**config.mk**
```make
export PLATFORM = sky130hd
export DESIGN_NAME = sha1_hash_engine
export DESIGN_NICKNAME = d
export VERILOG_FILES = /design/src/design/sha1_pkg.sv /design/src/design/sha1_hash_engine.sv /design/src/design/sha1_round.sv
export SDC_FILE = /design/constraint.sdc
export NUM_CORES = 2
export LEC_CHECK = 0
export BUFFER_PORTS_ARGS = -buffer_cell sky130_fd_sc_hd__buf_2
export CORE_ASPECT_RATIO = 1.5
export CORE_MARGIN = 3
export CORE_UTILIZATION = 30
export CTS_BUF_LIST = sky130_fd_sc_hd__clkbuf_4
export DETAILED_ROUTE_END_ITERATION = 7
export PLACE_DENSITY = 0.53
export SYNTH_ARGS = -nofsm -noshare
export SYNTH_HDL_FRONTEND = slang
export SYNTH_SLANG_ARGS = --single-unit
```
**constraint.sdc**
```tcl
create_clock -name clk -period 27.7 [get_ports clk]
set_clock_uncertainty 0.2 [all_clocks]
set_input_delay 2.77 -clock clk [delete_from_list [all_inputs] [get_ports clk]]
set_output_delay 2.77 -clock clk [all_outputs]
set_load 0.02 [all_outputs]
```
**src/design/sha1_pkg.sv**
```systemverilog
// Shared types and constants for the SHA-1 engine.
// No dependencies; used by sha1_round and sha1_hash_engine.
package sha1_pkg;

    localparam int unsigned WordW    = 32;
    localparam int unsigned NumWords = 5;
    localparam int unsigned WinWords = 16;
    localparam int unsigned Rounds   = 80;
    localparam int unsigned WinBits  = WordW * WinWords;

    // Chaining initial values, index 0 is h0
    localparam logic [NumWords-1:0][WordW-1:0] ChainInit = {
        32'hC3D2E1F0, 32'h10325476, 32'h98BADCFE, 32'hEFCDAB89, 32'h67452301
    };

    localparam logic [WordW-1:0] K0 = 32'h5A827999;
    localparam logic [WordW-1:0] K1 = 32'h6ED9EBA1;
    localparam logic [WordW-1:0] K2 = 32'h8F1BBCDC;
    localparam logic [WordW-1:0] K3 = 32'hCA62C1D6;

    localparam logic [7:0] PadMark   = 8'h80;
    localparam logic [5:0] LenStart  = 6'd56;
    localparam logic [5:0] LastPos   = 6'd63;
    localparam logic [2:0] LastIndex = 3'd4;

    // Top-level sequencer
    typedef enum logic [2:0] {
        ST_IDLE,
        ST_KICK,
        ST_WAIT,
        ST_PAD,
        ST_SEND
    } top_state_t;

    // Round unit sequencer
    typedef enum logic [1:0] {
        CS_IDLE,
        CS_ROUND,
        CS_FOLD
    } core_state_t;

    // Commands from the top sequencer to the round unit
    typedef struct packed {
        logic       shift_byte;
        logic [7:0] byte_val;
        logic       start;
        logic       chain_init;
    } sha1_ctl_t;

    // Round function for round t
    function automatic logic [WordW-1:0] round_f(
        input logic [6:0]       t,
        input logic [WordW-1:0] b,
        input logic [WordW-1:0] c,
        input logic [WordW-1:0] d
    );
        logic [WordW-1:0] f;
        if (t < 7'd20)
            f = (b & c) | (~b & d);
        else if (t < 7'd40)
            f = b ^ c ^ d;
        else if (t < 7'd60)
            f = (b & c) | (b & d) | (c & d);
        else
            f = b ^ c ^ d;
        return f;
    endfunction

    // Round constant for round t
    function automatic logic [WordW-1:0] round_k(input logic [6:0] t);
        logic [WordW-1:0] k;
        if (t < 7'd20)
            k = K0;
        else if (t < 7'd40)
            k = K1;
        else if (t < 7'd60)
            k = K2;
        else
            k = K3;
        return k;
    endfunction

endpackage

```
**src/design/sha1_hash_engine.sv**
```systemverilog
// SHA-1 engine top level: byte intake, padding sequencer and digest output.
// Depends on sha1_pkg and sha1_round.
//
//  channel | handshake             | payload
//  --------+-----------------------+------------------------------------------
//  msg     | msg_valid / msg_ready | data_byte, has_byte, end_of_message
//  dig     | dig_valid / dig_ready | digest_word, word_number, last_word
//
// Intake stays open after an item, except one that completes a 64-byte block,
// which is followed by a start step, the rounds, a fold and an idle check.
// End of message: padding is shifted in one byte a cycle up to the block end and
// compressed; a second block follows when the length does not fit. Then five
// digest words, one per accepted item.
// Reset is asynchronous and active low; it loads the initial chaining words.
// A stalled digest word holds; msg_ready stays low until the last word leaves.
module sha1_hash_engine (
    input  logic        clk,
    input  logic        rst_n,
    input  logic        msg_valid,
    output logic        msg_ready,
    input  logic [7:0]  data_byte,
    input  logic        has_byte,
    input  logic        end_of_message,
    output logic        dig_valid,
    input  logic        dig_ready,
    output logic [31:0] digest_word,
    output logic [2:0]  word_number,
    output logic        last_word
);

    sha1_pkg::top_state_t state_reg, state_next;
    sha1_pkg::sha1_ctl_t  ctl;
    logic        busy;
    logic [sha1_pkg::NumWords-1:0][sha1_pkg::WordW-1:0] chain;

    logic [60:0] total_reg, total_next;
    logic [5:0]  pad_pos_reg, pad_pos_next;
    logic        first_reg, first_next;
    logic        len_zone_reg, len_zone_next;
    logic        pad_reg, pad_next;
    logic        final_reg, final_next;
    logic        eom_pend_reg, eom_pend_next;
    logic [2:0]  idx_reg, idx_next;

    logic        msg_take, dig_take;
    logic        len_eff;
    logic [63:0] bit_len, len_shift;
    logic [7:0]  pad_byte;

    assign msg_take = msg_valid && msg_ready;
    assign dig_take = dig_valid && dig_ready;

    // Padding byte: marker, zeros, then the big-endian bit length
    assign bit_len   = {total_reg, 3'b000};
    assign len_shift = bit_len << {pad_pos_reg[2:0], 3'b000};
    assign len_eff   = first_reg ? (pad_pos_reg < sha1_pkg::LenStart) : len_zone_reg;
    always_comb
    begin
        if (first_reg)
            pad_byte = sha1_pkg::PadMark;
        else if (len_eff && pad_pos_reg >= sha1_pkg::LenStart)
            pad_byte = len_shift[63:56];
        else
            pad_byte = 8'h00;
    end

    // Next state
    always_comb
    begin
        state_next = state_reg;
        case (state_reg)
            sha1_pkg::ST_IDLE:
            begin
                if (msg_take)
                begin
                    if (has_byte && total_reg[5:0] == sha1_pkg::LastPos)
                        state_next = sha1_pkg::ST_KICK;
                    else if (end_of_message)
                        state_next = sha1_pkg::ST_PAD;
                end
            end
            sha1_pkg::ST_KICK:
                state_next = sha1_pkg::ST_WAIT;
            sha1_pkg::ST_WAIT:
            begin
                if (!busy)
                begin
                    if (final_reg)
                        state_next = sha1_pkg::ST_SEND;
                    else if (pad_reg || eom_pend_reg)
                        state_next = sha1_pkg::ST_PAD;
                    else
                        state_next = sha1_pkg::ST_IDLE;
                end
            end
            sha1_pkg::ST_PAD:
            begin
                if (pad_pos_reg == sha1_pkg::LastPos)
                    state_next = sha1_pkg::ST_KICK;
            end
            sha1_pkg::ST_SEND:
            begin
                if (dig_take && idx_reg == sha1_pkg::LastIndex)
                    state_next = sha1_pkg::ST_IDLE;
            end
            default:
                state_next = sha1_pkg::ST_IDLE;
        endcase
    end

    // Handshake outputs and round unit commands
    always_comb
    begin
        msg_ready      = (state_reg == sha1_pkg::ST_IDLE);
        dig_valid      = (state_reg == sha1_pkg::ST_SEND);
        ctl.shift_byte = 1'b0;
        ctl.byte_val   = data_byte;
        ctl.start      = 1'b0;
        ctl.chain_init = 1'b0;
        case (state_reg)
            sha1_pkg::ST_IDLE:
                ctl.shift_byte = msg_take && has_byte;
            sha1_pkg::ST_KICK:
                ctl.start = 1'b1;
            sha1_pkg::ST_PAD:
            begin
                ctl.shift_byte = 1'b1;
                ctl.byte_val   = pad_byte;
            end
            sha1_pkg::ST_SEND:
                ctl.chain_init = dig_take && idx_reg == sha1_pkg::LastIndex;
            default:
                ctl.start = 1'b0;
        endcase
    end

    // Counters and flags
    always_comb
    begin
        total_next    = total_reg;
        pad_pos_next  = pad_pos_reg;
        first_next    = first_reg;
        len_zone_next = len_zone_reg;
        pad_next      = pad_reg;
        final_next    = final_reg;
        eom_pend_next = eom_pend_reg;
        idx_next      = idx_reg;
        case (state_reg)
            sha1_pkg::ST_IDLE:
            begin
                if (msg_take)
                begin
                    if (has_byte)
                        total_next = total_reg + 61'd1;
                    eom_pend_next = end_of_message;
                    pad_next      = 1'b0;
                    final_next    = 1'b0;
                    first_next    = 1'b1;
                    pad_pos_next  = total_next[5:0];
                    if (end_of_message && !(has_byte && total_reg[5:0] == sha1_pkg::LastPos))
                        pad_next = 1'b1;
                end
            end
            sha1_pkg::ST_WAIT:
            begin
                if (!busy && !final_reg && !pad_reg && eom_pend_reg)
                begin
                    pad_next     = 1'b1;
                    first_next   = 1'b1;
                    pad_pos_next = total_reg[5:0];
                end
                idx_next = 3'd0;
            end
            sha1_pkg::ST_PAD:
            begin
                pad_pos_next  = pad_pos_reg + 6'd1;
                first_next    = 1'b0;
                len_zone_next = len_eff;
                if (pad_pos_reg == sha1_pkg::LastPos)
                begin
                    final_next    = len_eff;
                    len_zone_next = 1'b1;
                end
            end
            sha1_pkg::ST_SEND:
            begin
                if (dig_take)
                begin
                    idx_next = idx_reg + 3'd1;
                    if (idx_reg == sha1_pkg::LastIndex)
                    begin
                        total_next    = 61'd0;
                        pad_next      = 1'b0;
                        final_next    = 1'b0;
                        eom_pend_next = 1'b0;
                        idx_next      = 3'd0;
                    end
                end
            end
            default:
                idx_next = idx_reg;
        endcase
    end

    always_ff @(posedge clk or negedge rst_n)
    begin
        if (!rst_n)
        begin
            state_reg    <= sha1_pkg::ST_IDLE;
            total_reg    <= 61'd0;
            pad_pos_reg  <= 6'd0;
            first_reg    <= 1'b0;
            len_zone_reg <= 1'b0;
            pad_reg      <= 1'b0;
            final_reg    <= 1'b0;
            eom_pend_reg <= 1'b0;
            idx_reg      <= 3'd0;
        end
        else
        begin
            state_reg    <= state_next;
            total_reg    <= total_next;
            pad_pos_reg  <= pad_pos_next;
            first_reg    <= first_next;
            len_zone_reg <= len_zone_next;
            pad_reg      <= pad_next;
            final_reg    <= final_next;
            eom_pend_reg <= eom_pend_next;
            idx_reg      <= idx_next;
        end
    end

    sha1_round u_round (
        .clk   (clk),
        .rst_n (rst_n),
        .ctl   (ctl),
        .busy  (busy),
        .chain (chain)
    );

    // Digest word straight from the chaining registers
    always_comb
    begin
        case (idx_reg)
            3'd0:    digest_word = chain[0];
            3'd1:    digest_word = chain[1];
            3'd2:    digest_word = chain[2];
            3'd3:    digest_word = chain[3];
            default: digest_word = chain[4];
        endcase
    end
    assign word_number = idx_reg;
    assign last_word   = (idx_reg == sha1_pkg::LastIndex);

    // Intake and output never open together
    assert property (@(posedge clk) disable iff (!rst_n)
        !(msg_ready && dig_valid))
        else $error("intake and digest output both open");

    // Padding bytes never enter the window while rounds run
    assert property (@(posedge clk) disable iff (!rst_n)
        (state_reg == sha1_pkg::ST_PAD) |-> !busy)
        else $error("padding while round unit busy");

    // After the last word leaves, intake opens at once
    assert property (@(posedge clk) disable iff (!rst_n)
        (dig_take && last_word) |=> (msg_ready && total_reg == 61'd0))
        else $error("engine not back to idle after digest");

    // Digest index stays in range
    assert property (@(posedge clk) disable iff (!rst_n)
        dig_valid |-> (word_number <= sha1_pkg::LastIndex))
        else $error("digest word index out of range");

endmodule

```
**src/design/sha1_round.sv**
```systemverilog
// SHA-1 round unit: 16-word schedule window, round variables, chaining words.
// One round per cycle under a small sequencer. Depends on sha1_pkg.
module sha1_round (
    input  logic                                              clk,
    input  logic                                              rst_n,
    input  sha1_pkg::sha1_ctl_t                               ctl,
    output logic                                              busy,
    output logic [sha1_pkg::NumWords-1:0][sha1_pkg::WordW-1:0] chain
);

    sha1_pkg::core_state_t state_reg, state_next;
    logic [6:0] round_reg, round_next;
    logic [sha1_pkg::WinWords-1:0][sha1_pkg::WordW-1:0] win_reg, win_next;
    logic [sha1_pkg::NumWords-1:0][sha1_pkg::WordW-1:0] vars_reg, vars_next;
    logic [sha1_pkg::NumWords-1:0][sha1_pkg::WordW-1:0] chain_reg, chain_next;
    logic [sha1_pkg::WordW-1:0] w_mix, w_cur, sum;
    logic [sha1_pkg::WordW-1:0] va, vb, vc, vd, ve;

    assign va = vars_reg[0];
    assign vb = vars_reg[1];
    assign vc = vars_reg[2];
    assign vd = vars_reg[3];
    assign ve = vars_reg[4];

    // Schedule word: oldest word sits at the top of the window
    assign w_mix = win_reg[2] ^ win_reg[7] ^ win_reg[13] ^ win_reg[15];
    assign w_cur = (round_reg < 7'd16) ? win_reg[15] : {w_mix[30:0], w_mix[31]};

    // One five-operand add per round
    assign sum = {va[26:0], va[31:27]} + sha1_pkg::round_f(round_reg, vb, vc, vd)
               + ve + sha1_pkg::round_k(round_reg) + w_cur;

    // Next state
    always_comb
    begin
        state_next = state_reg;
        case (state_reg)
            sha1_pkg::CS_IDLE:
            begin
                if (ctl.start)
                    state_next = sha1_pkg::CS_ROUND;
            end
            sha1_pkg::CS_ROUND:
            begin
                if (round_reg == 7'(sha1_pkg::Rounds - 1))
                    state_next = sha1_pkg::CS_FOLD;
            end
            sha1_pkg::CS_FOLD:
                state_next = sha1_pkg::CS_IDLE;
            default:
                state_next = sha1_pkg::CS_IDLE;
        endcase
    end

    // Datapath and outputs
    always_comb
    begin
        round_next = round_reg;
        win_next   = win_reg;
        vars_next  = vars_reg;
        chain_next = chain_reg;
        busy       = (state_reg != sha1_pkg::CS_IDLE);
        case (state_reg)
            sha1_pkg::CS_IDLE:
            begin
                if (ctl.shift_byte)
                    win_next = sha1_pkg::WinBits'({win_reg, ctl.byte_val});
                if (ctl.chain_init)
                    chain_next = sha1_pkg::ChainInit;
                if (ctl.start)
                begin
                    vars_next  = chain_reg;
                    round_next = 7'd0;
                end
            end
            sha1_pkg::CS_ROUND:
            begin
                win_next     = {win_reg[sha1_pkg::WinWords-2:0], w_cur};
                vars_next[0] = sum;
                vars_next[1] = va;
                vars_next[2] = {vb[1:0], vb[31:2]};
                vars_next[3] = vc;
                vars_next[4] = vd;
                round_next   = round_reg + 7'd1;
            end
            sha1_pkg::CS_FOLD:
            begin
                for (int i = 0; i < sha1_pkg::NumWords; i++)
                    chain_next[i] = chain_reg[i] + vars_reg[i];
            end
            default:
            begin
                round_next = 7'd0;
            end
        endcase
    end

    // Control state and chaining words
    always_ff @(posedge clk or negedge rst_n)
    begin
        if (!rst_n)
        begin
            state_reg <= sha1_pkg::CS_IDLE;
            round_reg <= 7'd0;
            chain_reg <= sha1_pkg::ChainInit;
        end
        else
        begin
            state_reg <= state_next;
            round_reg <= round_next;
            chain_reg <= chain_next;
        end
    end

    // Window and round variables, no reset
    always_ff @(posedge clk)
    begin
        win_reg  <= win_next;
        vars_reg <= vars_next;
    end

    assign chain = chain_reg;

endmodule

```
==> impl_metrics.yaml <==
timing:
  final.setup.tns_ns: 0
  finalCritPeriodShare_pct: 28.1
  rsz0062_at_grt: "false"
  max_freq_mhz: 129
  slew_headroom_pct: 22.4
  setup_viol_count_final: 0
  slew_violations: 0
  worst-slew-pin-transition_ns: 1.16
  hold_viol: 0
  period_needed_ns: 7.78
cells_and_area:
  largest_reg_flops: 512
  syn_to_final_growth_pct: 10.7
  final_layout_size_suffix_gt1_share_pct: 10.1
  final_util_pct: 33.5
  fin_nets: 6288
floorplan:
  start_util_pct: 30.3
  fp.dieH_um: 527
  die_width_um: 353
  core-area_mm2: 0.179
  io_pins: 52
  rows: 190
  die_area_mm2: 0.186
worst_hold_path:
  holdCritStartpoint: "u_round.win_reg[328]$_DFFE_PP_"
  whs_endpoint: "u_round.win_reg[360]$_DFFE_PP_"
  min_path_type: "reg -> reg"
  worstHoldPathCells: 2
route:
  met2_length_um: 84300
  wl_per_cell_um: 19.0
  highest_layer: "met5"
  vias: 42237
  dr.pass1.iters: 5
  routed_wl_um: 162000
  route.detailed.drc: 0
  drt_iter0_markers: 2567
  via_per_inst: 4.96
  wl_met3_um: 6300
  final_antenna_net_count: 0
  wirelength_met1_um: 64000
global_routing:
  track_usage_pct: 17.1
  grt_pass1_wl_um: 252000
  grt_overflow: 0
  grt_antenna_before_repair: 12
  grt_pass1_vias: 43443
  grt_max_degree: 231
worst_setup_path:
  reg2reg_from: "u_round.round_reg[4]$_DFFE_PN0P_"
  slowest_delay_ns: 0.54
  r2r_end: "u_round.va[31]$_DFFE_PP_"
  path_buf_inv: 6
  cp_max_fo: 35
  rrSetupSlack_ns: 19.92
  crit_type: "reg -> reg"
  critPathTopFamily: "simple AND/OR/NAND/NOR gates"
  cp-start-kind: "flop"
  crit_arrival_ns: 8.43
  critPathCaptureType: "flop"
  cp_common_cell: "nor2_1"
  critPathRequiredTime_ns: 28.35
  cp.depth: 26
  reg2reg_depth: 26
  slowest_stage: "fa_1"
clocking:
  post_cts_buffers: 0
  cts_tree: "built"
  clk_path_buf_depth: 4
  numCtsBuffers: 232
  postCtsHoldBufs: 0
  cts.sinks: 919
  cts_root_buf: "clkbuf_4"
  clk_pin_slew_ns: 0.07
  clk-insertion-delay-late_ns: 1.17
  htree_num_levels: 4
  cts_resized: 0
logic_synthesis:
  syn_area_per_cell_um2: 9.28
  syn_area_mm2: 0.0543
  seq_area_frac_synth_pct: 48.7
  synth_seq_cells: 919
  ys_warn_count: 0
  ys_async_sr_fraction_pct: 26.9
  netlist_instances: 5854
  synth_edf_count: 672
  syn_nets: 6221
  ys_types: 101
  yosys_most_used_dff: "edfxtp_1"
status:
  outcome: "finished, final reports clean"
placed_design:
  post-dp-hpwl_um: 114000
  io_buffers: 51
  gp_congestion: 0.904
job:
  cap_violations: 0
==> through the flow <==
step / hold WS (ns) / setup WS, ns / instances / cell area, um^2
floorplan: 0.272 / 8.23 / 5854 / 54300
global placement: 0.300 / 19.63 / 8087 / 57100
detailed placement: 0.309 / 19.57 / 8087 / 57100
CTS: 0.278 / 19.75 / 8509 / 60100
global route: 0.289 / 19.37 / 8515 / 60100
finish: 0.271 / 19.92 / 8517 / 60100
==> worst min-delay path, stage by stage, from the launching register on <==
cell and delay (ns):
edfxtp_1 0.35, nand2_1 0.05, nand2_1 0.05
==> worst max path at each step <==
stage,startpoint,to,slack (ns)
CTS,u_round.round_reg[4]$_DFFE_PN0P_,u_round.va[31]$_DFFE_PP_,19.75
finish,u_round.round_reg[4]$_DFFE_PN0P_,u_round.va[31]$_DFFE_PP_,19.92
global placement,has_byte,u_round.win_reg[484]$_DFFE_PP_,19.63
global route,u_round.round_reg[4]$_DFFE_PN0P_,u_round.va[31]$_DFFE_PP_,19.37
detailed placement,has_byte,u_round.win_reg[444]$_DFFE_PP_,19.57
floorplan,has_byte,u_round.win_reg[0]$_DFFE_PP_,8.23
==> area by class of cell <==
class	count	area (um^2)
diodes	8	20.0
clock buffers	362	2720
clock inverters	60	313
fillers	18772	119000
inverters	206	774
multi-input cells	4466	26200
flip-flops and latches	919	26500
well taps	2400	3000
repair buffers	96	666
==> layer usage <==
metal,track usage (%),up-vias
met3,2.46,351
met5,0,-
met2,31.3,944
li1,-,20286
met4,7.89,4
met1,19.4,20652
==> cells in the mapped netlist, types with 94 or more instances <==
cell type / count / area (um^2)
o21ai_0: 254 / 1270
xnor2_1: 169 / 1480
a21o_1: 94 / 706
nand2_1: 2099 / 7880
inv_1: 203 / 762
nor2_1: 334 / 1250
dfrtp_1: 167 / 4180
a21oi_1: 280 / 1400
clkbuf_1: 243 / 912
xor2_1: 114 / 998
ha_1: 229 / 2870
fa_1: 124 / 2480
edfxtp_1: 672 / 20200
==> cell usage in the layout (no fill, tap or decap), types with 23 or more instances in the layout <==
master,count
clkinv_1,50
nor2b_1,38
a31oi_1,51
a21o_1,94
xor2_1,114
nor3_1,41
nor2_1,331
nand2b_1,23
fa_1,124
clkbuf_4,362
o21bai_1,27
nand4_1,31
nand2_1,2098
o21ai_0,253
and3_1,34
ha_1,229
edfxtp_1,672
nand3_1,63
a22oi_1,67
inv_1,203
dfrtp_1,167
buf_2,50
or3_1,28
buf_4,40
a21oi_1,279
o21a_1,30
dfstp_2,80
xnor2_1,169
==> cell families (layout without fill, tap and decap cells) <==
kind of cell / count (synthesis) / in the layout / share of synthesized area, %
XOR/XNOR: 283 / 283 / 4.56
flip-flops: 919 / 919 / 48.7
buffers and inverters: 469 / 724 / 3.27
other: 0 / 8 / 0
multiplexers: 30 / 30 / 0.862
AND/OR/NAND/NOR: 2768 / 2768 / 20.7
AO/OA/AOI/OAI: 1032 / 1032 / 12.0
adder cells (fa/ha/maj): 353 / 353 / 9.85
Power is left out: the tool's default activity adds up to more than one toggle a clock period on the data nets, which glitch-free logic cannot reach.
